===== src/rtl/core/isg_pkg.sv =====
// Shared types and constants for the Ising spin-update block.
// Used by the channel interfaces and every module in rtl/core.
package isg_pkg;

  localparam int unsigned MAX_SIDE   = 64;
  localparam int unsigned IDX_W      = $clog2(MAX_SIDE);
  localparam int unsigned SIDE_W     = 7;
  localparam int unsigned COUP_W     = 5;
  localparam int unsigned FIELD_W    = 16;
  localparam int unsigned THR_W      = 12;
  localparam int unsigned THR_N      = 5;
  localparam int unsigned TABLE_W    = THR_W * THR_N;
  localparam int unsigned DE_W       = 18;
  localparam int unsigned CNT_W      = 32;
  localparam int unsigned OP_W       = 2;
  localparam int unsigned CFG_IDX_W  = 3;
  localparam int unsigned CFG_DATA_W = TABLE_W;
  localparam int unsigned FIFO_DEPTH = 2;

  // remainder unit: bits retired per cycle
  localparam int unsigned DIV_BITS   = 3;

  localparam logic [SIDE_W-1:0]         SIDE_RESET     = SIDE_W'(MAX_SIDE);
  localparam logic signed [COUP_W-1:0]  COUPLING_RESET = COUP_W'(1);

  typedef enum logic [OP_W-1:0] {
    OP_WRITE = 2'd0,
    OP_STEP  = 2'd1,
    OP_READ  = 2'd2
  } op_e;

  typedef enum logic [CFG_IDX_W-1:0] {
    CFG_SIDE_LEN   = 3'd0,
    CFG_COUPLING   = 3'd1,
    CFG_FIELD      = 3'd2,
    CFG_UP_TABLE   = 3'd3,
    CFG_DOWN_TABLE = 3'd4
  } cfg_idx_e;

  typedef enum logic [1:0] {
    F_IDLE,
    F_DIV,
    F_PUSH
  } front_state_e;

  typedef enum logic [1:0] {
    B_IDLE,
    B_RD_UP,
    B_RD_DN,
    B_EXEC
  } back_state_e;

  // one classified command, site and neighbor indexes already wrapped
  typedef struct packed {
    op_e              op;
    logic [IDX_W-1:0] row;
    logic [IDX_W-1:0] col;
    logic [IDX_W-1:0] row_up;
    logic [IDX_W-1:0] row_dn;
    logic [IDX_W-1:0] col_lf;
    logic [IDX_W-1:0] col_rt;
    logic             spin_value;
    logic [THR_W-1:0] uniform;
  } cmd_t;

  typedef struct packed {
    logic signed [COUP_W-1:0]  coupling;
    logic signed [FIELD_W-1:0] field_term;
    logic [TABLE_W-1:0]        up_table;
    logic [TABLE_W-1:0]        down_table;
  } cfg_t;

endpackage


===== src/rtl/core/isg_chan_if.sv =====
// Valid/ready channel interfaces for the Ising spin-update block.
// Depends on isg_pkg for field widths.
interface isg_in_if;
  import isg_pkg::*;

  logic                    valid;
  logic                    ready;
  logic [OP_W-1:0]         operation;
  logic [IDX_W-1:0]        row;
  logic [IDX_W-1:0]        col;
  logic                    spin_value;
  logic [THR_W-1:0]        uniform;

  modport source (output valid, operation, row, col, spin_value, uniform, input ready);
  modport sink   (input valid, operation, row, col, spin_value, uniform, output ready);
endinterface



===== src/rtl/core/isg_front.sv =====
// Front end: accepts input items, wraps row/col modulo the side and derives
// the four neighbor indexes. Depends on isg_pkg and isg_in_if.
module isg_front (
  input  logic                       clk_i,
  input  logic                       rst_ni,
  isg_in_if.sink                     in_i,
  input  logic [isg_pkg::SIDE_W-1:0] side_len_i,
  output logic                       push_valid_o,
  input  logic                       push_ready_i,
  output isg_pkg::cmd_t              push_data_o
);
  import isg_pkg::*;

  localparam int unsigned STEP_W = $clog2(IDX_W + DIV_BITS + 1);

  // one restoring remainder step: shift in a dividend bit, subtract if it fits
  function automatic logic [SIDE_W-1:0] rem_step(input logic [SIDE_W-1:0] rem,
                                                 input logic              b,
                                                 input logic [SIDE_W-1:0] side);
    logic [SIDE_W-1:0] t;
    t = {rem[SIDE_W-2:0], b};
    return (t >= side) ? (t - side) : t;
  endfunction

  front_state_e      state_q, state_d;
  logic [STEP_W-1:0] nsteps_q, nsteps_d;
  logic [SIDE_W-1:0] rrem_q, rrem_d, crem_q, crem_d;
  logic [IDX_W-1:0]  rdvd_q, rdvd_d, cdvd_q, cdvd_d;
  op_e               op_q, op_d;
  logic              spin_q, spin_d;
  logic [THR_W-1:0]  uniform_q, uniform_d;
  logic [SIDE_W-1:0] eff_side;
  logic [SIDE_W-1:0] rinc, cinc, rdec, cdec;

  always_comb begin
    if (side_len_i < SIDE_W'(2)) begin
      eff_side = SIDE_W'(2);
    end else if (side_len_i > SIDE_W'(MAX_SIDE)) begin
      eff_side = SIDE_W'(MAX_SIDE);
    end else begin
      eff_side = side_len_i;
    end
  end

  // wrapped neighbors of the reduced site
  always_comb begin
    rinc = rrem_q + SIDE_W'(1);
    cinc = crem_q + SIDE_W'(1);
    rdec = (rrem_q == '0) ? (eff_side - SIDE_W'(1)) : (rrem_q - SIDE_W'(1));
    cdec = (crem_q == '0) ? (eff_side - SIDE_W'(1)) : (crem_q - SIDE_W'(1));
    if (rinc == eff_side) rinc = '0;
    if (cinc == eff_side) cinc = '0;
  end

  assign push_data_o.op         = op_q;
  assign push_data_o.row        = rrem_q[IDX_W-1:0];
  assign push_data_o.col        = crem_q[IDX_W-1:0];
  assign push_data_o.row_up     = rdec[IDX_W-1:0];
  assign push_data_o.row_dn     = rinc[IDX_W-1:0];
  assign push_data_o.col_lf     = cdec[IDX_W-1:0];
  assign push_data_o.col_rt     = cinc[IDX_W-1:0];
  assign push_data_o.spin_value = spin_q;
  assign push_data_o.uniform    = uniform_q;

  always_comb begin
    state_d      = state_q;
    nsteps_d     = nsteps_q;
    rrem_d       = rrem_q;
    crem_d       = crem_q;
    rdvd_d       = rdvd_q;
    cdvd_d       = cdvd_q;
    op_d         = op_q;
    spin_d       = spin_q;
    uniform_d    = uniform_q;
    in_i.ready   = 1'b0;
    push_valid_o = 1'b0;

    case (state_q)
      F_IDLE: begin
        in_i.ready = 1'b1;
        if (in_i.valid) begin
          op_d      = op_e'(in_i.operation);
          spin_d    = in_i.spin_value;
          uniform_d = in_i.uniform;
          rdvd_d    = in_i.row;
          cdvd_d    = in_i.col;
          rrem_d    = '0;
          crem_d    = '0;
          nsteps_d  = '0;
          state_d   = F_DIV;
        end
      end
      F_DIV: begin
        for (int j = 0; j < int'(DIV_BITS); j++) begin
          if ((int'(nsteps_q) + j) < int'(IDX_W)) begin
            rrem_d = rem_step(rrem_d, rdvd_d[IDX_W-1], eff_side);
            crem_d = rem_step(crem_d, cdvd_d[IDX_W-1], eff_side);
            rdvd_d = rdvd_d << 1;
            cdvd_d = cdvd_d << 1;
          end
        end
        nsteps_d = nsteps_q + STEP_W'(DIV_BITS);
        if ((int'(nsteps_q) + int'(DIV_BITS)) >= int'(IDX_W)) begin
          state_d = F_PUSH;
        end
      end
      F_PUSH: begin
        push_valid_o = 1'b1;
        if (push_ready_i) state_d = F_IDLE;
      end
      default: state_d = F_IDLE;
    endcase
  end

  always_ff @(posedge clk_i or negedge rst_ni) begin
    if (!rst_ni) begin
      state_q  <= F_IDLE;
      nsteps_q <= '0;
    end else begin
      state_q  <= state_d;
      nsteps_q <= nsteps_d;
    end
  end

  always_ff @(posedge clk_i) begin
    rrem_q    <= rrem_d;
    crem_q    <= crem_d;
    rdvd_q    <= rdvd_d;
    cdvd_q    <= cdvd_d;
    op_q      <= op_d;
    spin_q    <= spin_d;
    uniform_q <= uniform_d;
  end

  a_site_in_range: assert property (@(posedge clk_i) disable iff (!rst_ni)
    push_valid_o |-> (rrem_q < eff_side) && (crem_q < eff_side))
    else $error("front: wrapped site not below the side");

endmodule


===== src/flat_wrapper.sv =====
// flat-port wrapper written by rule: the top's interface ports become plain ports
module isg_front_flat import isg_pkg::*;
  (clk_i, rst_ni, side_len_i, push_valid_o, push_ready_i, push_data_o, in_i_valid, in_i_operation, in_i_row, in_i_col, in_i_spin_value, in_i_uniform, in_i_ready);
  isg_in_if in_i_i ();
  input  logic clk_i;
  input  logic rst_ni;
  input  logic [isg_pkg::SIDE_W-1:0] side_len_i;
  output logic push_valid_o;
  input  logic push_ready_i;
  output isg_pkg::cmd_t push_data_o;
  input wire logic [$bits(in_i_i.valid)-1:0] in_i_valid;
  input wire logic [$bits(in_i_i.operation)-1:0] in_i_operation;
  input wire logic [$bits(in_i_i.row)-1:0] in_i_row;
  input wire logic [$bits(in_i_i.col)-1:0] in_i_col;
  input wire logic [$bits(in_i_i.spin_value)-1:0] in_i_spin_value;
  input wire logic [$bits(in_i_i.uniform)-1:0] in_i_uniform;
  output wire logic [$bits(in_i_i.ready)-1:0] in_i_ready;
  assign in_i_i.valid = in_i_valid;
  assign in_i_i.operation = in_i_operation;
  assign in_i_i.row = in_i_row;
  assign in_i_i.col = in_i_col;
  assign in_i_i.spin_value = in_i_spin_value;
  assign in_i_i.uniform = in_i_uniform;
  assign in_i_ready = in_i_i.ready;
  isg_front u_core (.clk_i(clk_i), .rst_ni(rst_ni), .in_i(in_i_i), .side_len_i(side_len_i), .push_valid_o(push_valid_o), .push_ready_i(push_ready_i), .push_data_o(push_data_o));
endmodule

===== config.mk =====
export PLATFORM = sky130hd
export DESIGN_NAME = isg_front_flat
export DESIGN_NICKNAME = d
export VERILOG_FILES = /design/src/rtl/core/isg_pkg.sv /design/src/rtl/core/isg_chan_if.sv /design/src/rtl/core/isg_front.sv /design/src/flat_wrapper.sv
export SDC_FILE = /design/constraint.sdc
export NUM_CORES = 1
export LEC_CHECK = 0
export ABC_AREA = 1
export BUFFER_PORTS_ARGS = -buffer_cell sky130_fd_sc_hd__buf_2
export CAP_MARGIN = 40
export CELL_PAD_IN_SITES_DETAIL_PLACEMENT = 2
export CELL_PAD_IN_SITES_GLOBAL_PLACEMENT = 2
export CORE_MARGIN = 1.5
export CORE_UTILIZATION = 35
export CTS_BUF_LIST = sky130_fd_sc_hd__clkbuf_8 sky130_fd_sc_hd__clkbuf_16
export DETAILED_ROUTE_END_ITERATION = 16
export GPL_TIMING_DRIVEN = 0
export PLACE_DENSITY_LB_ADDON = 0.1
export SYNTH_ARGS = -nofsm -noshare
export SYNTH_HDL_FRONTEND = slang
export SYNTH_SLANG_ARGS = --single-unit

===== constraint.sdc =====
create_clock -name clk_i -period 7.4 [get_ports clk_i]
set_input_delay 0 -clock clk_i [delete_from_list [all_inputs] [get_ports clk_i]]
set_output_delay 0 -clock clk_i [all_outputs]
set_load 0.05 [all_outputs]

**Yosys cells after proc, flatten, opt, wreduce, memory -nomap -nowiden**

Cells that the tools add are included.

- Register bits after elaboration: 47
- Input bits: 38
- Output and inout bits: 53
- Word-level logic and storage cells: 101

- $add $sub $neg: 15
- Magnitude comparators: 12
- Equal/unequal tests: 8
- Muxes and demuxes: 47
- Reductions and logical operators: 8

Operator list:

| cell | number |
|---|---|
| $mux 7 | 19 |
| $mux 6 | 16 |
| $lt 32x4->1 const B | 2 |
| $ge 7x7->1 | 6 |
| $sub 7x7->7 | 6 |
| $ge 32x4->1 const B | 1 |
| $pmux 7 s2 | 2 |
| $pmux 6 s2 | 2 |
| $sub 6x1->6 const B | 3 |
| $add 7x1->7 const B | 2 |
| $eq 7x7->1 | 2 |
| $logic_not 7->1 | 2 |
| $add 4x2->5 const B | 2 |
| $pmux 4 s2 | 1 |
| $gt 7x7->1 const B | 1 |
| $lt 7x2->1 const B | 1 |
| $mux 2 | 3 |
| $pmux 2 s3 | 1 |
| $reduce_and 3->1 | 2 |
| $add 4x1->5 const B | 1 |
| $add 4x2->4 const B | 1 |
| $lt 4x3->1 const B | 1 |
| $mux 4 | 1 |
| $ne 2x2->1 const B | 2 |
| 8 further kinds | 10 |

**Depth between registers and ports, before layout**

- Word-level depth: 15
- Gate-level depth with buffers: 37
- Gate-level depth less buffers: 37

**Least setup slack after synthesis**

OpenSTA, ideal clock, no wires.

- Path type: in2reg
- From: input side_len_i[3] (netlist bit)
- To: register u_core.crem_q[2], data pin
- Setup time: 252 ps
- Arrival time: 4394 ps
- Data required time: 7148 ps
- Path slack: 2754 ps
- Stages on the path: 31
- Buffers on the path: 0
- Cell sequence: nor2_1 nand4_1 a21oi_1 inv_1 ha_1 nand3b_1 nand2_1 nand2_2 nand3_4 nand2_1 nand3_1 nand2_1 inv_2 ha_1 nand3_1 nand2_1 nand3_1 nand3_2 inv_2 or2_1 nand3_1 nand2_1 ha_1 inv_1 o21ai_0 a221oi_1 nand3b_1 inv_1 nand3_1 nand2_1 nand2_1

- Word-level cells in the longest chain between the ends: 15
- Elaborated cells between the ends (all ways): 19
- Classes of those cells: add/sub (3); order compare (5); mux (11)

RTL lines:

| element | RTL line | source |
|---|---|---|
| from (decl) | flat_wrapper.sv:7 | `input logic [isg_pkg::SIDE_W-1:0] side_len_i;` |
| $gt 7x7->1 | isg_front.sv:38 | `end else if (side_len_i > SIDE_W'(MAX_SIDE)) begin` |
| $mux 7 | isg_front.sv:38 |  |
| $mux 7 * | isg_front.sv:36 | `if (side_len_i < SIDE_W'(2)) begin` |
| $sub 7x7->7 or $ge 7x7->1 (tied branches) | isg_front.sv:22 | `return (t >= side) ? (t - side) : t;` |
| $mux 7 | isg_front.sv:22 |  |
| $mux 7 | isg_front.sv:95 | `if ((int'(nsteps_q) + j) < int'(IDX_W)) begin` |
| $mux 7 | isg_front.sv:78 | `case (state_q)` |
| $sub 7x7->7 or $ge 7x7->1 (tied branches) | isg_front.sv:22 |  |
| $mux 7 | isg_front.sv:22 |  |
| $mux 7 | isg_front.sv:95 |  |
| $mux 7 | isg_front.sv:78 |  |
| $sub 7x7->7 or $ge 7x7->1 (tied branches) | isg_front.sv:22 |  |
| $mux 7 | isg_front.sv:22 |  |
| $mux 7 * | isg_front.sv:95 |  |
| $pmux 7 s2 * | isg_front.sv:78 |  |
| to (signal assigned) | isg_front.sv:127 | `crem_q <= crem_d;` |
| to (decl) | isg_front.sv:27 | `logic [SIDE_W-1:0] rrem_q, rrem_d, crem_q, crem_d;` |

Every way passes the cells marked *; elsewhere a longest branch is shown, timed or not. The select of a mux whose other input is x is not followed.
A chain may end at the register's enable or synchronous reset.

**Worst setup path in the final report**

- From: input side_len_i[5] (netlist bit)
- To: register u_core.crem_q[6], data pin

Same word-level chain as after synthesis.

==> impl_metrics.tcl <==
set metrics [dict create \
    detail-route-antenna-nets 0 \
    tightest_slew_ns 0.905 \
    grt_overflow 0 \
    die_h_um 133 \
    grt_pass1_wl_um 39500 \
    critPathMaxFanout 14 \
    r2r-start "u_core.crem_q[1]" \
    core_um2 16500 \
    dr.first_iter.drc_count 245 \
    syn_avg_cell_area_um2 6.68 \
    pin_count 91 \
    final_hold_viol_count 0 \
    max_slew_margin_pct 39.4 \
    hold_class "in2reg" \
    r2r_slack_ns 1.82 \
    crit_start "side_len_i[5]" \
    cts_buffers 5 \
    syn_nets 979 \
    grt.total_usage_pct 28.8 \
    dpl.hpwl_um 17900 \
    dr.pass1.iters 4 \
    clock_sinks 47 \
    port_buffers 89 \
    cp_common_cell "nand2_1" \
    clkSlewWorstSetupHoldPaths_ns 0.08 \
    die_area_um2 17600 \
    endpoint "u_core.crem_q[6]" \
    outcome "finished, final reports clean" \
    cap_violations 0 \
    first_global_vias 7125 \
    synthCells 883 \
    rows 47 \
    synth_warnings 0 \
    worstSetupPathType "in2reg" \
    vias 6410 \
    clock_path_buffers 2 \
    cts_hold_buf 20 \
    timing.rr.end "u_core.crem_q[6]" \
    tns_ns 0 \
    period_share_pct 86.4 \
    dieWidth_um 133 \
    crit_slowest_cell "a21oi_1" \
    final_nets 1097 \
    endpoint_kind "flop" \
    post_cts_buffers 0 \
    fin_skew_ns 0.0106 \
    worstPathArrival_ns 6.46 \
    worstPathRequired_ns 7.47 \
    seq_area_frac_synth_pct 23.4 \
    yosysUniqueCellTypes 42 \
    rsz0062_at_grt "false" \
    layout-drive-gt1-share_pct 16.7 \
    grt_antenna_before_repair 0 \
    ys_ff_latch 47 \
    startpoint_type "input port" \
    clkLatencyLatePin_ns 0.31 \
    start_util_pct 35.7 \
    synthesis.area_um2 5900 \
    cts_resized 0 \
    cts_root_buf "clkbuf_16" \
    grt_max_degree 17 \
    critPathMaxStageDelay_ns 0.67 \
    cts_tree "built" \
    reg2regPathDepth 26 \
    cts_max_level 2 \
    area_delta_synth_final_pct 19.6 \
    gp_congestion 0.845 \
    fin_util_pct 42.7 \
    routed_via_density 5.25 \
    fmax_mhz 156 \
    period_needed_ns 6.39 \
    finalSetupViolCount 0 \
    detail_route.drc_violations 0 \
    wirelength_um 24800 \
    drv_slew 0 \
    avgRoutedWirePerCell_um 20.3 \
    diodes 0 \
]
## worst min-delay path by stage
| stage | start | end | slack [ns] | cells past startpoint |
|---|---|---|---|---|
| 2_1_floorplan | rst_ni | u_core.nsteps_q[0] | -0.30 | 0 |
| 3_3_place_gp | rst_ni | u_core.state_q[0] | -0.17 | 1 |
| 3_5_place_dp | rst_ni | u_core.nsteps_q[2] | -0.17 | 1 |
| 4_1_cts | in_i_row[1] | u_core.rdvd_q[1] | 0.01 | 3 |
| 5_1_grt | in_i_row[1] | u_core.rdvd_q[1] | 0.01 | 3 |
| 6_report | in_i_row[1] | u_core.rdvd_q[1] | 0.003 | 3 |
## registers in the layout, summed over array words and instances (netlist names)
signal / cells
u_core.uniform_q: 12
u_core.crem_q: 7
u_core.nsteps_q: 4
u_core.state_q: 2
u_core.cdvd_q: 6
u_core.op_q: 2
u_core.rdvd_q: 6
u_core.rrem_q: 7
u_core.spin_q: 1
## layout by cell type, fill, tap and decap left out, types with 3 or more instances in the layout
cell             n
a21oi_1         40
buf_2           99
buf_4           15
clkbuf_1         4
clkbuf_16        5
dfrtp_1          6
dlygate4sd3_1   20
edfxtp_1        41
fa_1             6
ha_1            52
inv_1          100
inv_2           21
mux2i_1          4
nand2_1        279
nand2_2          3
nand3_1         93
nand3_2          3
nand3_4          3
nand3b_1         8
nand4_1         11
nor2_1          52
nor2_2           4
o211ai_1         7
o21ai_0         26
o21ai_1         14
o21ai_2          3
o21bai_1         3
o22ai_1          4
or2_1            7
xnor2_1          9
xor2_1          37
## layout make-up
cell class	instances	area, µm²
sequential	47	1380
timing repair buffer	111	684
clock inverter	3	71.3
tap	220	275
buffer	30	183
clock buffer	5	125
fill	2011	9470
inverter	121	454
multi-input combinational	685	3880
## per-layer routing
layer | GRT usage (%) | share of wire, %
met1 | 35.6 | 44
met2 | 52.5 | 51
met3 | 3.22 | 3.6
met4 | 7.94 | 2.2
met5 | 0 | 0
## synth_stat cells, drive strengths merged
master / n / area, µm²
and3: 1 / 6.26
fa: 6 / 120
buf: 25 / 163
o31ai: 1 / 7.51
xnor2: 9 / 78.8
edfxtp: 41 / 1230
clkbuf: 5 / 20.0
nor3: 1 / 10.0
o22ai: 4 / 25.0
mux2i: 4 / 40.0
a21boi: 2 / 15.0
dfrtp: 6 / 150
ha: 52 / 651
nor2: 57 / 231
o221ai: 1 / 8.76
nor4: 3 / 25.0
xor2: 37 / 324
o211ai: 7 / 52.6
nand4: 11 / 68.8
a21o: 2 / 15.0
a31oi: 1 / 6.26
a221oi: 2 / 17.5
a21oi: 40 / 200
nand2: 282 / 1070
or2: 9 / 56.3
nand3: 99 / 548
o21ai: 43 / 226
inv: 121 / 454
o21bai: 3 / 22.5
nand3b: 8 / 60.1
## logic make-up after synthesis
logic type / synth area share (%)
multiplexers: 0.679
adder cells (fa/ha/maj): 13.1
flip-flops: 23.4
XOR/XNOR: 6.83
AO/OA/AOI/OAI: 10.1
AND/OR/NAND/NOR: 35.1
buffers and inverters: 10.8
## per-stage QoR
step	std cells	hold WS (ns)	area, µm²	setup WS (ns)
floorplan	883	-0.296	5900	2.75
global placement	1192	-0.165	6620	0.951
detailed placement	1194	-0.165	6660	0.805
CTS	1222	0.00975	7060	1.06
global route	1222	0.0135	7060	0.518
finish	1222	0.00329	7060	1.01
## worst max-delay path, delay by kind of cell
| family | cells | cell delay, ns |
|---|---|---|
| AND/OR/NAND/NOR | 16 | 2.22 |
| AO/OA/AOI/OAI | 5 | 1.46 |
| adder cells (fa/ha/maj) | 3 | 1.23 |
| buffers and inverters | 7 | 1.54 |
Power is not shown: default switching activity piles up to over one toggle a cycle in this logic, so the estimate is an artifact.
