File: src/rtl/core/isg_pkg.sv
// Shared types and constants for the Ising spin-update block.
// Used by the channel interfaces and every module in rtl/core.
package isg_pkg;

  localparam int unsigned MAX_SIDE   = 64;
  localparam int unsigned IDX_W      = $clog2(MAX_SIDE);
  localparam int unsigned SIDE_W     = 7;
  localparam int unsigned COUP_W     = 5;
  localparam int unsigned FIELD_W    = 16;
  localparam int unsigned THR_W      = 12;
  localparam int unsigned THR_N      = 5;
  localparam int unsigned TABLE_W    = THR_W * THR_N;
  localparam int unsigned DE_W       = 18;
  localparam int unsigned CNT_W      = 32;
  localparam int unsigned OP_W       = 2;
  localparam int unsigned CFG_IDX_W  = 3;
  localparam int unsigned CFG_DATA_W = TABLE_W;
  localparam int unsigned FIFO_DEPTH = 2;

  // remainder unit: bits retired per cycle
  localparam int unsigned DIV_BITS   = 3;

  localparam logic [SIDE_W-1:0]         SIDE_RESET     = SIDE_W'(MAX_SIDE);
  localparam logic signed [COUP_W-1:0]  COUPLING_RESET = COUP_W'(1);

  typedef enum logic [OP_W-1:0] {
    OP_WRITE = 2'd0,
    OP_STEP  = 2'd1,
    OP_READ  = 2'd2
  } op_e;

  typedef enum logic [CFG_IDX_W-1:0] {
    CFG_SIDE_LEN   = 3'd0,
    CFG_COUPLING   = 3'd1,
    CFG_FIELD      = 3'd2,
    CFG_UP_TABLE   = 3'd3,
    CFG_DOWN_TABLE = 3'd4
  } cfg_idx_e;

  typedef enum logic [1:0] {
    F_IDLE,
    F_DIV,
    F_PUSH
  } front_state_e;

  typedef enum logic [1:0] {
    B_IDLE,
    B_RD_UP,
    B_RD_DN,
    B_EXEC
  } back_state_e;

  // one classified command, site and neighbor indexes already wrapped
  typedef struct packed {
    op_e              op;
    logic [IDX_W-1:0] row;
    logic [IDX_W-1:0] col;
    logic [IDX_W-1:0] row_up;
    logic [IDX_W-1:0] row_dn;
    logic [IDX_W-1:0] col_lf;
    logic [IDX_W-1:0] col_rt;
    logic             spin_value;
    logic [THR_W-1:0] uniform;
  } cmd_t;

  typedef struct packed {
    logic signed [COUP_W-1:0]  coupling;
    logic signed [FIELD_W-1:0] field_term;
    logic [TABLE_W-1:0]        up_table;
    logic [TABLE_W-1:0]        down_table;
  } cfg_t;

endpackage

File: src/rtl/core/isg_fifo.sv
// Short command queue between the front end and the lattice engine.
// Depends on isg_pkg for cmd_t and FIFO_DEPTH.
module isg_fifo (
  input  logic          clk_i,
  input  logic          rst_ni,
  input  logic          push_valid_i,
  output logic          push_ready_o,
  input  isg_pkg::cmd_t push_data_i,
  output logic          pop_valid_o,
  input  logic          pop_ready_i,
  output isg_pkg::cmd_t pop_data_o
);
  import isg_pkg::*;

  localparam int unsigned PTR_W = (FIFO_DEPTH > 1) ? $clog2(FIFO_DEPTH) : 1;
  localparam int unsigned CNT_W = $clog2(FIFO_DEPTH + 1);

  cmd_t             entry_q [FIFO_DEPTH];
  logic [PTR_W-1:0] wr_ptr_q, wr_ptr_d, rd_ptr_q, rd_ptr_d;
  logic [CNT_W-1:0] count_q, count_d;
  logic             push, pop;

  function automatic logic [PTR_W-1:0] ptr_inc(input logic [PTR_W-1:0] p);
    return (p == PTR_W'(FIFO_DEPTH - 1)) ? '0 : (p + PTR_W'(1));
  endfunction

  assign push_ready_o = (count_q != CNT_W'(FIFO_DEPTH));
  assign pop_valid_o  = (count_q != '0);
  assign pop_data_o   = entry_q[rd_ptr_q];
  assign push         = push_valid_i && push_ready_o;
  assign pop          = pop_valid_o && pop_ready_i;

  always_comb begin
    wr_ptr_d = push ? ptr_inc(wr_ptr_q) : wr_ptr_q;
    rd_ptr_d = pop ? ptr_inc(rd_ptr_q) : rd_ptr_q;
    count_d  = count_q;
    if (push && !pop) count_d = count_q + CNT_W'(1);
    if (pop && !push) count_d = count_q - CNT_W'(1);
  end

  always_ff @(posedge clk_i or negedge rst_ni) begin
    if (!rst_ni) begin
      wr_ptr_q <= '0;
      rd_ptr_q <= '0;
      count_q  <= '0;
    end else begin
      wr_ptr_q <= wr_ptr_d;
      rd_ptr_q <= rd_ptr_d;
      count_q  <= count_d;
    end
  end

  always_ff @(posedge clk_i) begin
    if (push) entry_q[wr_ptr_q] <= push_data_i;
  end

endmodule

File: config.mk
export PLATFORM = sky130hd
export DESIGN_NAME = isg_fifo
export DESIGN_NICKNAME = d
export VERILOG_FILES = /design/src/rtl/core/isg_pkg.sv /design/src/rtl/core/isg_fifo.sv
export SDC_FILE = /design/constraint.sdc
export NUM_CORES = 1
export LEC_CHECK = 0
export BUFFER_PORTS_ARGS = -buffer_cell sky130_fd_sc_hd__buf_2
export CELL_PAD_IN_SITES_DETAIL_PLACEMENT = 1
export CELL_PAD_IN_SITES_GLOBAL_PLACEMENT = 2
export CORE_MARGIN = 1
export CORE_UTILIZATION = 38
export DETAILED_ROUTE_END_ITERATION = 12
export PLACE_DENSITY = 0.78
export SYNTH_ARGS = -nofsm -noshare
export SYNTH_HDL_FRONTEND = slang
export SYNTH_SLANG_ARGS = --single-unit
export TNS_END_PERCENT = 50
File: constraint.sdc
create_clock -name clk_i -period 3.9 [get_ports clk_i]
set_input_delay 0.195 -clock clk_i [delete_from_list [all_inputs] [get_ports clk_i]]
set_output_delay 0.195 -clock clk_i [all_outputs]
set_load 0.05 [all_outputs]
* Yosys cells after proc, flatten, opt, wreduce, memory -nomap -nowiden
Memories as Yosys holds them, arrays and structs flattened.
Index checks and enable logic that the tools add are counted.
** Operators by class
- Add/subtract/negate cells :: 4
- Equal/unequal tests :: 1
- Multiplexer cells :: 6
- Reductions and logical operators :: 8
** Operator list (number)
- logical AND 1 bit :: 4
- 2-to-1 mux 1 bit :: 4
- 2-to-1 mux 2 bit :: 2
- nonzero test 2 bit :: 2
- adder 1 bit (second input constant) :: 2
- adder 2 x 1 -> 2 bit (second input constant) :: 1
- logical NOT 1 bit :: 2
- inequality test 2 bit (second input constant) :: 1
- subtractor 2 x 1 -> 2 bit (second input constant) :: 1
** Storage, ports and cells
- Register bits :: 4
- Memory bits (writable) :: 102
- Bits of input ports :: 55
- Memories :: 1
** Memory list
- entry_q :: words 2, width 51, rd ports 1, clocked after memory_dff 0, write ports 1, line isg_fifo.sv:18 : cmd_t entry_q [FIFO_DEPTH];

* Longest topological paths before layout
Gate-level depths: netlist of the first run.
- Word-level depth :: 6
- Gate-level depth with buffers :: 6
- Mapped depth without buffers :: 6

* Worst setup path before layout of the first run
Ideal clock, no wire load.
- Path type :: flip-flop to flip-flop
- Start :: register count_q[0]
- End :: memory entry_q[0][0] (netlist bit), enable pin
- Data arrival time :: 3.219 ns
- Slack :: 0.221 ns
- Cell stages (with the launch flop) :: 4
- Path buffers :: 0
- Period minus slack after synthesis :: 3.679 ns
- Cell sequence :: dfrtp_1 -> nand2b_1 -> nand2_1 -> nor2_1
** Between the ends
- Cells in the longest elaborated chain, start to end :: 4
** RTL lines
- from (decl) :: line isg_fifo.sv:20 : logic [CNT_W-1:0] count_q, count_d;
- from (signal assigned) :: line isg_fifo.sv:49 : count_q <= count_d;
- inequality test 2 bit :: line isg_fifo.sv:27 : assign push_ready_o = (count_q != CNT_W'(FIFO_DEPTH));
- via push_ready_o :: line isg_fifo.sv:7 : output logic push_ready_o,
- logical AND 1 bit :: line isg_fifo.sv:30 : assign push = push_valid_i && push_ready_o;
- 2-to-1 mux 1 bit :: line isg_fifo.sv:54 : if (push) entry_q[wr_ptr_q] <= push_data_i;
- 2-to-1 mux 1 bit (implied by the code) :: line isg_fifo.sv:54
- to (decl) :: line isg_fifo.sv:18
The timed path passes the listed nets, and every way through them passes these cells.

==> results of run 1 <==
sequential cells by signal (all words and copies together), names as in the netlist:
signal    count
count_q       2
entry_q     102
rd_ptr_q      1
wr_ptr_q      1
per-stage QoR:
step	util	area [sq um]
3_3_place_gp	0.464	4580
3_5_place_dp	0.464	4580
4_1_cts	0.489	4820
2_1_floorplan	-	3920
5_1_grt	0.494	4870
6_report	0.494	4870
routing by layer:
layer  GRT usage  part of all wire
met1       0.178              0.44
met2       0.230              0.50
met3      0.0409             0.053
met4      0.0528             0.010
met5           0                 0
repair_timing:
action                     4_1_cts  5_1_grt
hold endpoints to repair         4        9
setup endpoints to repair        0        0
hold buffers                     1        5
worst max path at each step:
stage,from,slack [ps],end,depth (start not counted)
6_report,rd_ptr_q,1480,pop_data_o[32],3
5_1_grt,rd_ptr_q,1330,pop_data_o[32],3
4_1_cts,rd_ptr_q,1420,pop_data_o[45],3
3_5_place_dp,count_q[0],1720,entry_q[0][26],4
3_3_place_gp,count_q[0],1760,entry_q[0][18],4
2_1_floorplan,count_q[0],220,entry_q[0][0],3
worst max-delay path, stage by stage, from the launching register on:
cell	delay, ps
dfrtp_2	800
buf_4	450
mux2_2	400
buf_2	210
report_power, final:
group          switching, uW  internal, uW  total (uW)
combinational           1290           504        1790
clock                    351           420         771
sequential               125          1560        1680
total                   1760          2480        4250
cells in the mapped netlist (all sizes together):
library cell and count:
edfxtp 102, mux2 51, buf 6, dfrtp 4, xnor2 3, nor2 2, xor2 2, and2 1
and3 1, ha 1, nand2 1, nand2b 1, or2 1
final cells by class:
class	instances	area, sq um	area share
flip-flops and latches	106	3160	0.649
multi-input cells	64	693	0.142
repair buffers	116	618	0.127
well taps	133	166	0.0342
clock buffers	9	124	0.0254
clock inverters	6	106	0.0218
cells by family (layout without fill, tap and decap cells):
logic type | count (synthesis) | count (layout)
AND/OR/NAND/NOR | 7 | 7
buffers and inverters | 6 | 131
flip-flops | 106 | 106
XOR/XNOR | 5 | 5
multiplexers | 51 | 51
adder cells (fa/ha/maj) | 1 | 1
==> results.txt, run 1 <==
- Post-CTS sizing: 0
* Instance count along the most critical hold path: 1
- The root buffer cell chosen for the clock tree is clkbuf_8.
- Hold worst-path end: entry_q[1][4]
- Setup violations remaining at the end of the flow were counted as 0.
* Cell count of the worst reg-to-reg path: 4
* Max-capacitance violation count: 0
- Synthesis instantiated 14 different standard cells from the library.
- Rel. slew slack: 0.426
- Counting tap cells, the placed design contains a total of 413 instances.
* Sum Neg Setup Slack: 0 ps
- The number of antenna diodes in the final layout is 0.
* Compound-Gate Fraction of Synth Area: 0
- After synthesis the netlist holds a flip-flop and latch count of 106.
* Average wire per standard cell: 16.6 microns
- A synthesized cell averages 22.2 sq um.
* Wire length of the first global-routing pass: 11.2 mm
* Pins over their slew limit: 0
* Leftover overflow at the end of global routing: 0
* Clock Skews: 7.06 ps
- Dividing the detail-routed via count by the number of cells gives 4.56.
- The count of cells in the finished layout, fillers not included, comes to 434.
- Layout cell share with drive strength beyond 1: 0.595
- R2R Path End: entry_q[0][24]
- Syn_nets: 232
- VDD IR-drop max: 390 uV
- Achievable frequency: 413 MHz
- Leading area contributor after synthesis: edfxtp_1
* Horizontal die dimension: 104 microns
- Overall via count from detail_route: 1981
- Routability-driven placement finished with a final weighted congestion of 0.671.
* DRC violation count after routing: 0
- Total detailed-routing wirelength: 7.21 mm
- Ranked by total cell area, the synthesized netlist is headed by edfxtp_1 78%, mux2_2 14%, dfrtp_1 2.6%.
- The final layout contains 353 nets.
- The run finished with clean final reports.
- Pin count of the biggest net entering global routing: 35
- Setup WS pre-CTS: 1720 ps
- Critical path data required time: 3700 ps
* Commonest non-fill, non-tap cell in the layout: buf_2
- Type of destination of the critical path: output port
- Static Leak: 0.00183 uW
- Row generation in the floorplan step produced 36 rows.
* Tightest Pin Transition: 861 ps
* Data arrival, critical path: 2230 ps
- The mapped netlist covers 3920 sq um.
- Post-CTS setup-driven buffer insertion count: 0
- Of the total synthesized cell area, the portion taken by AND, OR, NAND and NOR gates is 0.00991.
* Worst reg-to-reg setup slack: 1790 ps
* Initial core utilization: 0.397
- Power spread over the standard cell area amounts to 871 nW/um^2.
* Final total power: 4250 uW
- Global router's overall resource usage: 0.141
- Num CTS Buffers: 9
- The total count of hold-check failures in the final report was 0.
- Leading cell types in the layout, fill and taps excluded: 107 x buf_2, 102 x edfxtp_1, 47 x mux2_2, 9 x clkbuf_8, 6 x dlygate4sd3_1
- The worst setup path is of the reg2out kind.
* Number of port buffers: 107
* Worst-path maximum fanout: 28
* Critical path launch point type: flip-flop
- Pin placement for this block handled 108 I/O pins.
* Core Footprint: 9860 sq um
* Maximum level of the CTS H-tree: 3
- Tcrit/Tclk final: 0.621
- Across all setup checks in the final design, the least slack found is 1480 ps.
* CTS clk-pin slew, worst paths: 100 ps
* Fraction of synthesized area in multiplexers: 0.151
* Die area: 10700 sq um
- Count of synthesis-stage warnings from yosys: 0
- For this run, the register share of the synthesized area comes to 0.808.
* Largest family of logic cells by synthesized area: multiplexers
- TritonCTS clock tree: yes
- The number of global-route vias before repair was 2106.
- Count of TritonRoute iterations in the first routing pass: 4
- Maximum count of clock buffers along a single path: 2
- Setup repair after global routing left no endpoint under its margin.
* Top cell type's share of synthesized area: 0.782
- For this design, the sink count on the clock tree is 106.
- Initial DRC count: 59
- After layout, the minimum clock period comes to 2420 ps.
* Worst Hold Margin: 20.3 ps
- The initial antenna violation count was 0.
* Layout-stage area growth over the synthesis result: 24.4%
- Die outline height: 104 microns
* Xor and xnor area share after synthesis: 0.0112
* Post-synthesis adder-cell area fraction: 0.00320
- Class of the most critical hold timing path: in2reg
- The detail route stage leaves a number of antenna-violating nets equal to 0.
- Worst Hold Launch: push_data_i[4]
- The HPWL after detailed placement is 4.83 mm.
- The worst register-to-register path begins at count_q[0].
* Worst-Skew Late Latency: 360 ps
- Synth Instances: 176
* Number of filler instances in the final layout: 961
No activity file was read; power rests on OpenSTA's default activity.
==> run 2: changes to the inputs <==
--- a/config.mk
+++ b/config.mk
@@ -9,9 +9,9 @@
 export CELL_PAD_IN_SITES_DETAIL_PLACEMENT = 1
 export CELL_PAD_IN_SITES_GLOBAL_PLACEMENT = 2
 export CORE_MARGIN = 1
-export CORE_UTILIZATION = 38
+export CORE_UTILIZATION = 34
 export DETAILED_ROUTE_END_ITERATION = 12
-export PLACE_DENSITY = 0.78
+export PLACE_DENSITY = 0.74
 export SYNTH_ARGS = -nofsm -noshare
 export SYNTH_HDL_FRONTEND = slang
 export SYNTH_SLANG_ARGS = --single-unit
==> constraint.sdc (replaced) <==
create_clock -name clk_i -period 2.18 [get_ports clk_i]
set_input_delay 0.109 -clock clk_i [delete_from_list [all_inputs] [get_ports clk_i]]
set_output_delay 0.109 -clock clk_i [all_outputs]
set_load 0.05 [all_outputs]
==> run 2 against run 1 <==
Compared with the run above:
- clock-buffer cell count is the same
- critical path depth is the same
- power rose by 95%
- combinational power increased by 88%
- clock skew is 3.1 ps lower
- design area up 13%
- clock power rose to 2.5 times the previous value
- sequential power rose by 78%
- global-route usage is 0.41 points lower
- die area rose by 12%
- via count rose by 9.6%
- register-to-register slack lost 1200 ps
==> results.txt, run 2 (synthesized netlist as in run 1, its figures left out) <==
- Post-CTS sizing: 0 (unchanged)
* Overall via count from detail_route: 2171 (was 1981)
* Number of port buffers: 107 (unchanged)
- Final number of setup-violating endpoints: 0 (unchanged)
* Class of the most critical hold timing path: in2reg (unchanged)
- Worst Hold Launch: pop_ready_i (was push_data_i[4])
* Number of antenna diodes: 0 (unchanged)
- Number of flip-flops under the largest register name: 102 (unchanged)
- Number of failing hold endpoints at the final stage: 0 (unchanged)
- Start of the worst register-to-register path: count_q[0] (unchanged)
- The startpoint type of the worst setup path is a flip-flop (unchanged).
- Layout cell share with drive strength beyond 1: 0.523 (was 0.595)
- The clock net sink count is 106 (unchanged).
- Derived from the worst setup path, the maximum achievable clock frequency is 493 MHz.
- Critical Path Source: rd_ptr_q (unchanged)
* Detailed-route vias per instance: 4.43 (was 4.56)
* Outcome: finished clean (unchanged)
- Worst Hold Margin: 69.0 ps (was 20.3 ps)
* DRC violation count after routing: 0 (unchanged)
* Maximum count of clock buffers along a single path: 2 (unchanged)
- The data arrival time of the critical path is 1920 ps (was 2230 ps).
* Final critical-path required period: 2030 ps
* Layout Utilization: 0.500 (was 0.494)
- NumNets Final: 401 (was 353)
- The required time at the worst-slack endpoint is 2070 ps (was 3700 ps).
- Worst reg-to-reg setup slack: 590 ps (was 1790 ps)
- Die outline height: 109 microns (was 104 microns)
- The final-layout setup total negative slack was 0 ps (unchanged).
- The endpoint class of the critical path is an output port (unchanged).
- The clock transition at the register clock pins on the worst setup and hold paths after CTS was 70 ps (was 100 ps).
- Clock Skews: 4.00 ps (was 7.06 ps)
* TritonCTS clock tree: yes (unchanged)
* Worst-path maximum fanout: 22 (was 28)
- CP endpoint: pop_data_o[45] (was pop_data_o[32])
- The final instance area was 5520 sq um (was 4870 sq um).
- Layout-stage area growth over the synthesis result: 41.0% (was 24.4%)
- The post-detailed-routing wire length was 7.67 mm (was 7.21 mm).
- The tightest slew margin relative to the limit was 0.646 (was 0.426).
* Count of TritonRoute iterations in the first routing pass: 4 (unchanged)
* Row count: 38 (was 36)
- The buffer count from post-CTS setup fixing came to 0 (unchanged).
- The instance area at placement is 4630 sq um (was 4580 sq um).
- The reg-to-reg critical path endpoint is entry_q[0][7] (was entry_q[0][24]).
* Setup repair after global routing missed its margin: false (unchanged)
- The iteration-0 DRC count of the detailed router came to 56 (was 59).
* # IOs: 108 (unchanged)
* Leftover overflow at the end of global routing: 0 (unchanged)
* Tightest Pin Transition: 531 ps (was 861 ps)
- The total power is 8280 uW (was 4250 uW).
- The total clock buffers created by CTS is 9 (unchanged).
- Cell Pwr Density: 1500 nW/um^2 (was 871 nW/um^2)
- Max-capacitance violation count: 0 (unchanged)
- The antenna violation net count after detailed routing is 0 (unchanged).
* Tcrit/Tclk final: 0.930
- The hold-fix buffer count after cts is 52 (was 1).
* Initial core utilization: 0.355 (was 0.397)
- Cell count of the worst reg-to-reg path: 4 (unchanged)
* Horizontal die dimension: 109 microns (was 104 microns)
* Average wire per standard cell: 15.7 microns (was 16.6 microns)
- The peak supply drop was 748 uV (was 390 uV).
* Leading cell types in the layout, fill and taps excluded: 107 x buf_2, 102 x edfxtp_1, 52 x dlygate4sd3_1, 47 x mux2_2, 9 x clkbuf_16 (was 107 x buf_2, 102 x edfxtp_1, 47 x mux2_2, 9 x clkbuf_8, 6 x dlygate4sd3_1)
- The routability congestion estimate from global placement is 0.658 (was 0.671).
* Leading registers by flop count: entry_q x102, count_q x2 (unchanged)
- Wire length of the first global-routing pass: 11.7 mm (was 11.2 mm)
- Global router's overall resource usage: 0.137 (was 0.141)
- Die area: 11900 sq um (was 10700 sq um)
* Static Leak: 0.00210 uW (was 0.00183 uW)
* Pin count of the biggest net entering global routing: 52 (was 35)
* Maximum level of the CTS H-tree: 3 (unchanged)
* Core Footprint: 11000 sq um (was 9860 sq um)
* Number of global-route vias before repair: 2394 (was 2106)
- The critical path class is reg2out (unchanged).
* Clock root buffer master: clkbuf_16 (was clkbuf_8)
- Biggest register: entry_q (unchanged)
* Commonest non-fill, non-tap cell in the layout: buf_2 (unchanged)
* Placed wire-length estimate after detailed placement: 4.64 mm (was 4.83 mm)
* Pins over their slew limit: 0 (unchanged)
- Initial antenna violation count: 0 (unchanged)
- Worst-Skew Late Latency: 340 ps (was 360 ps)
-- run 2: changes by cell type in the layout (fill, tap and decap cells not counted), sizes merged --
cell	delta
clkinv	-1
inv	+1
bufinv	+1
buf	+2
dlygate4sd3	+46
-- run 2: worst min path at each step --
stage                 end  slack (ps)  cells past startpoint
6_report         rd_ptr_q          70                      3
2_1_floorplan  count_q[0]        -190                      0
3_5_place_dp   count_q[1]         -80                      1
4_1_cts          rd_ptr_q          50                      3
3_3_place_gp     wr_ptr_q         -80                      1
5_1_grt          rd_ptr_q          80                      3
-- run 2: stage by stage --
step           setup slack (ps)  instances
2_1_floorplan              83.7        176
3_3_place_gp                519        422
3_5_place_dp                486        422
4_1_cts                    91.1        490
5_1_grt                    21.8        490
6_report                    152        490
-- run 2: worst max-delay path, stage by stage (launching register included) --
cell and delay, ps:
dfrtp_2 710, buf_4 290, mux2_2 360, buf_2 210
-- run 2: layout make-up --
| class | instances | area, sq um |
|---|---|---|
| Sequential cell | 106 | 3160 |
| Clock inverter | 7 | 140 |
| Fill cell | 1047 | 5510 |
| Timing Repair Buffer | 164 | 1120 |
| Tap cell | 140 | 175 |
| Clock buffer | 9 | 225 |
| Multi-Input combinational cell | 64 | 696 |
-- run 2: where the power goes --
group	switching (uW)	internal, uW
clock	699	1240
sequential	204	2790
combinational	2340	1020
total	3240	5040
-- run 2: routing by layer --
layer,up-vias,wire (microns),GRT usage
li1,1029,-,-
met1,1060,2960,0.144
met2,76,4170,0.245
met3,6,467,0.0510
met4,0,76,0.0571
met5,-,0,0
